--- src/lzod_ram.sv ---
// Generic single-clock RAM with one write port and one registered read port.
// No dependencies.
module lzod_ram #(
	parameter int unsigned WIDTH = 8,
	parameter int unsigned DEPTH = 256
) (
	input  logic                     clk,
	input  logic                     we,
	input  logic [$clog2(DEPTH)-1:0] waddr,
	input  logic [WIDTH-1:0]         wdata,
	input  logic                     re,
	input  logic [$clog2(DEPTH)-1:0] raddr,
	output logic [WIDTH-1:0]         rdata
);

	logic [WIDTH-1:0] mem [DEPTH];

	// Read data registered; a read of the entry written at the same edge
	// returns the old contents.
	always_ff @(posedge clk) begin
		if (we) begin
			mem[waddr] <= wdata;
		end
		if (re) begin
			rdata <= mem[raddr];
		end
	end

endmodule

--- config.mk ---
export PLATFORM = sky130hd
export DESIGN_NAME = lzod_ram
export DESIGN_NICKNAME = d
export VERILOG_FILES = /design/src/lzod_ram.sv
export SDC_FILE = /design/constraint.sdc
export NUM_CORES = 2
export LEC_CHECK = 0
export BUFFER_PORTS_ARGS = -buffer_cell sky130_fd_sc_hd__buf_2
export CORE_UTILIZATION = 45
export CTS_CLUSTER_SIZE = 30
export DETAILED_ROUTE_END_ITERATION = 10
export GPL_ROUTABILITY_DRIVEN = 1
export PLACE_DENSITY = 0.61
export SLEW_MARGIN = 20
export SYNTH_ARGS = -nofsm -noshare
export SYNTH_HDL_FRONTEND = slang
export SYNTH_SLANG_ARGS = --single-unit
--- constraint.sdc ---
create_clock -name clk -period 2.8 [get_ports clk]
set_clock_uncertainty 0.15 [all_clocks]
set_input_delay 0.84 -clock clk [delete_from_list [all_inputs] [get_ports clk]]
set_output_delay 0.84 -clock clk [all_outputs]
set_load 0.02 [all_outputs]
==> metrics.csv <==
stage,metric,value,unit
power_and_ir_drop,Leak,31.2,nW
final_layout,P&R area growth vs syn,20.1,%
synth,Gate Count Post-Synth,3733,
drt,vias per inst,5.83,
drt,vias,41000,
timing,minimum clock period,2.83,ns
worst_setup_path,"delay-heaviest family, CP",buffers and inverters,
final_layout,Multi-input gate area,16800,µm²
global_route,vias in the first global route,41600,
drt,Post-route DRC,0,
final_layout,share of layout cells above drive strength 1,0.346,
drt,initial DRC count,4748,
final_layout,register area,61700,µm²
timing,worst hold slack,0.237,ns
die,Core ar.,176000,µm²
final_layout,fin nets,4556,
placement,post-placement cell area,88500,µm²
synth,Synth Net Count,3760,
worst_setup_path,most frequent CP cell,buf_12,
die,initial core utilization,0.453,
clocking,"Clk Latency, worst-skew pair",0.85,ns
clocking,CTS tree,done,
die,I/O pin count,35,
worst_setup_path,Worst Path Buf+Inv,5,
timing,final period utilization,1.01,
worst_setup_path,kind of critical path,in2reg,
worst_setup_path,Worst setup EP type,flop,
global_route,gr ovfl total,0,
timing,worst slew pin tran,0.767,ns
power_and_ir_drop,pwr dens,670,nW/µm²
clocking,"CTS clk-pin slew, worst paths",0.06,ns
placement,I/O Buffers,34,
drt,drt first pass iters,5,
global_route,maximum number of pins on one net before global-route repair,80,
power_and_ir_drop,Peak VDD IR,629,µV
timing,Fmax,354,MHz
timing,"Hold Violations, Final",0,
synth,Mapped Avg Cell Area,21.3,µm²
drt,Routed Antenna Nets,0,
final_layout,Non-Filler Instances,7036,
placement,placed insts,6632,
synth,yosys warns,0,
synth,"FF+latch count, synth",2056,
timing,headroom to the max-slew limit,0.488,
timing,Fin Setup TNS,-0.0357,ns
global_route,All-Layer GR Usage,0.230,
final_layout,layout filler cell count,13300,
placement,routability cong.,0.880,
die,row cnt,154,
die,Die Ht,423,µm
hold_path,worst hold path type,in2reg,
clocking,clk root buf,clkbuf_16,
placement,HPWL Detailed,131000,µm
timing,final worst slack,-0.0273,ns
global_route,initial antenna violation count,13,
synth,Cell variety after synth,54,
clocking,CTS sink count,2056,
die,Die X,423,µm
worst_setup_path,CP cell instances,buf_12 -> buf_12 -> buf_8 -> buf_12 -> mux4_2 -> a22o_1 -> a221oi_2 -> buf_4 -> o32ai_1 -> nor3_2 -> nor4_1,
final_layout,Finished Cell Area,95700,µm²
flow_run,Max Cap Viol,0,
status,status,"finished, violations left",
status,failing checks,setup timing,
worst_setup_path,CP max stage delay,0.49,ns
synth,register area share after synthesis,0.775,
drt,WL per Instance,29.0,µm
die,full die area,179000,µm²
clocking,H-tree depth,4,
worst_setup_path,Critical Path RT,3.21,ns
clocking,CTS buffer count,205,
timing,# setup viols final,2,
timing,max-slew violations,0,
worst_setup_path,Worst EP arrival,3.24,ns
drt,Detailed Route WL,204000,µm
synth,Post-Synthesis Cell Area,79600,µm²
global_route,first-pass GRT wire length,296000,µm
worst_setup_path,Setup crit start kind,input pin,
worst_setup_path,crit-path max FO,13,
clocking,maximum clock insertion buffer count,3,
clocking,CTS hold repair buffers,0,
worst_setup_path,critical path's slowest cell,mux4_2,
final_layout,final core utilization,0.544,
[final cells by class]
type	instances	share of cell area
Inverter	2	0.0000785
Clock inverter	111	0.0106
Antenna cell	6	0.000157
Sequential cell	2056	0.645
Timing Repair Buffer	822	0.0813
Clock buffer	257	0.0566
Tap cell	2340	0.0306
Multi-Input combinational cell	1442	0.175
[stage by stage]
stage	worst slack (ns)	total power, mW
2_1_floorplan	-0.147	36.3
3_3_place_gp	-1.52	38.2
3_5_place_dp	-1.42	38.3
4_1_cts	-0.00407	64.5
5_1_grt	-0.0225	65.7
6_report	-0.0273	64.1
[registers in the layout, summed over array words and instances, names as in the netlist]
name   cells
mem     2048
rdata      8
[placed cells by master (no fill, tap or decap), types with 7 or more instances in the layout]
cell type,synthesis,routed
nand3_1,34,34
mux2i_1,134,134
a21oi_1,96,95
mux4_2,454,454
nor4_2,3,10
o21ai_0,10,10
edfxtp_1,2056,2056
nor2b_1,31,28
buf_2,31,22
clkbuf_1,111,48
nor2_2,0,17
a22o_1,8,8
o211ai_1,10,10
nand4_1,10,10
o22ai_1,28,28
nand2_1,33,33
nor3_2,0,7
o221ai_1,46,46
clkinv_2,0,38
a221oi_1,13,8
nor2_1,282,262
a22oi_1,133,127
buf_8,13,12
nand2b_1,8,8
nor3_1,22,15
clkbuf_16,0,211
buf_16,0,8
a211oi_1,16,10
buf_12,8,106
bufinv_16,0,12
buf_4,27,665
clkinv_1,1,47
nor4_1,24,13
[per-layer routing]
metal / GRT usage / up-vias / part of all wire
met3: 0.0349 / 320 / 0.068
li1: - / 17300 / -
met1: 0.323 / 21800 / 0.41
met2: 0.372 / 1589 / 0.49
met5: 0 / - / 0.000049
met4: 0.0684 / 2 / 0.029
[worst paths after layout]
path	start	end	slack, ns	cells past startpoint
min	wdata[4]	mem[96][4]	0.24	1
max	raddr[0]	rdata[5]	-0.03	11
max reg2reg	mem[132][2]	rdata[2]	0.21	6
min reg2reg	mem[40][3]	rdata[3]	1.07	8
[synthesized netlist by cell type, drive strengths merged]
library cell	count	area, µm²
nand4	10	62.6
a21boi	1	7.51
o211ai	10	75.1
nand2b	8	50.1
a31oi	2	12.5
a22oi	133	998
o311ai	1	8.76
or2	4	25.0
o21ai	12	60.1
nor2b	31	194
a211oi	16	120
clkbuf	111	417
mux2i	134	1340
or2b	1	7.51
and2	6	37.5
a221oi	14	129
a22o	8	70.1
a2111oi	5	52.6
buf	122	1030
and3b	2	17.5
nor2	282	1060
nand2	33	124
inv	1	3.75
or3b	1	8.76
a21oi	96	480
nor4b	1	8.76
nor3b	1	7.51
a311oi	2	17.5
o22ai	28	175
mux2	1	11.3
nand3b	2	15.0
o22a	5	43.8
o221ai	47	418
edfxtp	2056	61700
o32ai	5	51.3
nand3	34	170
clkinv	1	3.75
and3	1	6.26
nor3	22	110
nor4	27	188
mux4	456	10300
[what timing repair did]
action / 4_1_cts / 5_1_grt
gates resized for setup: 42 / 27
gates cloned: 4 / 2
endpoints found under the setup margin: 7 / 8
buffers inserted: 15 / 9
pin swaps: 7 / 9
[power by group]
part | internal (mW) | switching [mW]
Sequential | 33.9 | 0.0409
Combinational | 1.57 | 2.19
Clock | 14.8 | 11.6
[kinds of logic (layout without fill, tap and decap cells)]
family	Yosys count	in the layout	share of synthesized area
other	0	6	0
DFF	2056	2056	0.775
muxes	591	591	0.146
and+or+nand+nor	466	466	0.0263
buffers and inverters	235	1192	0.0183
AOI/OAI and AO/OA	385	385	0.0342
Note: power is estimated with default switching activity, not from simulation.
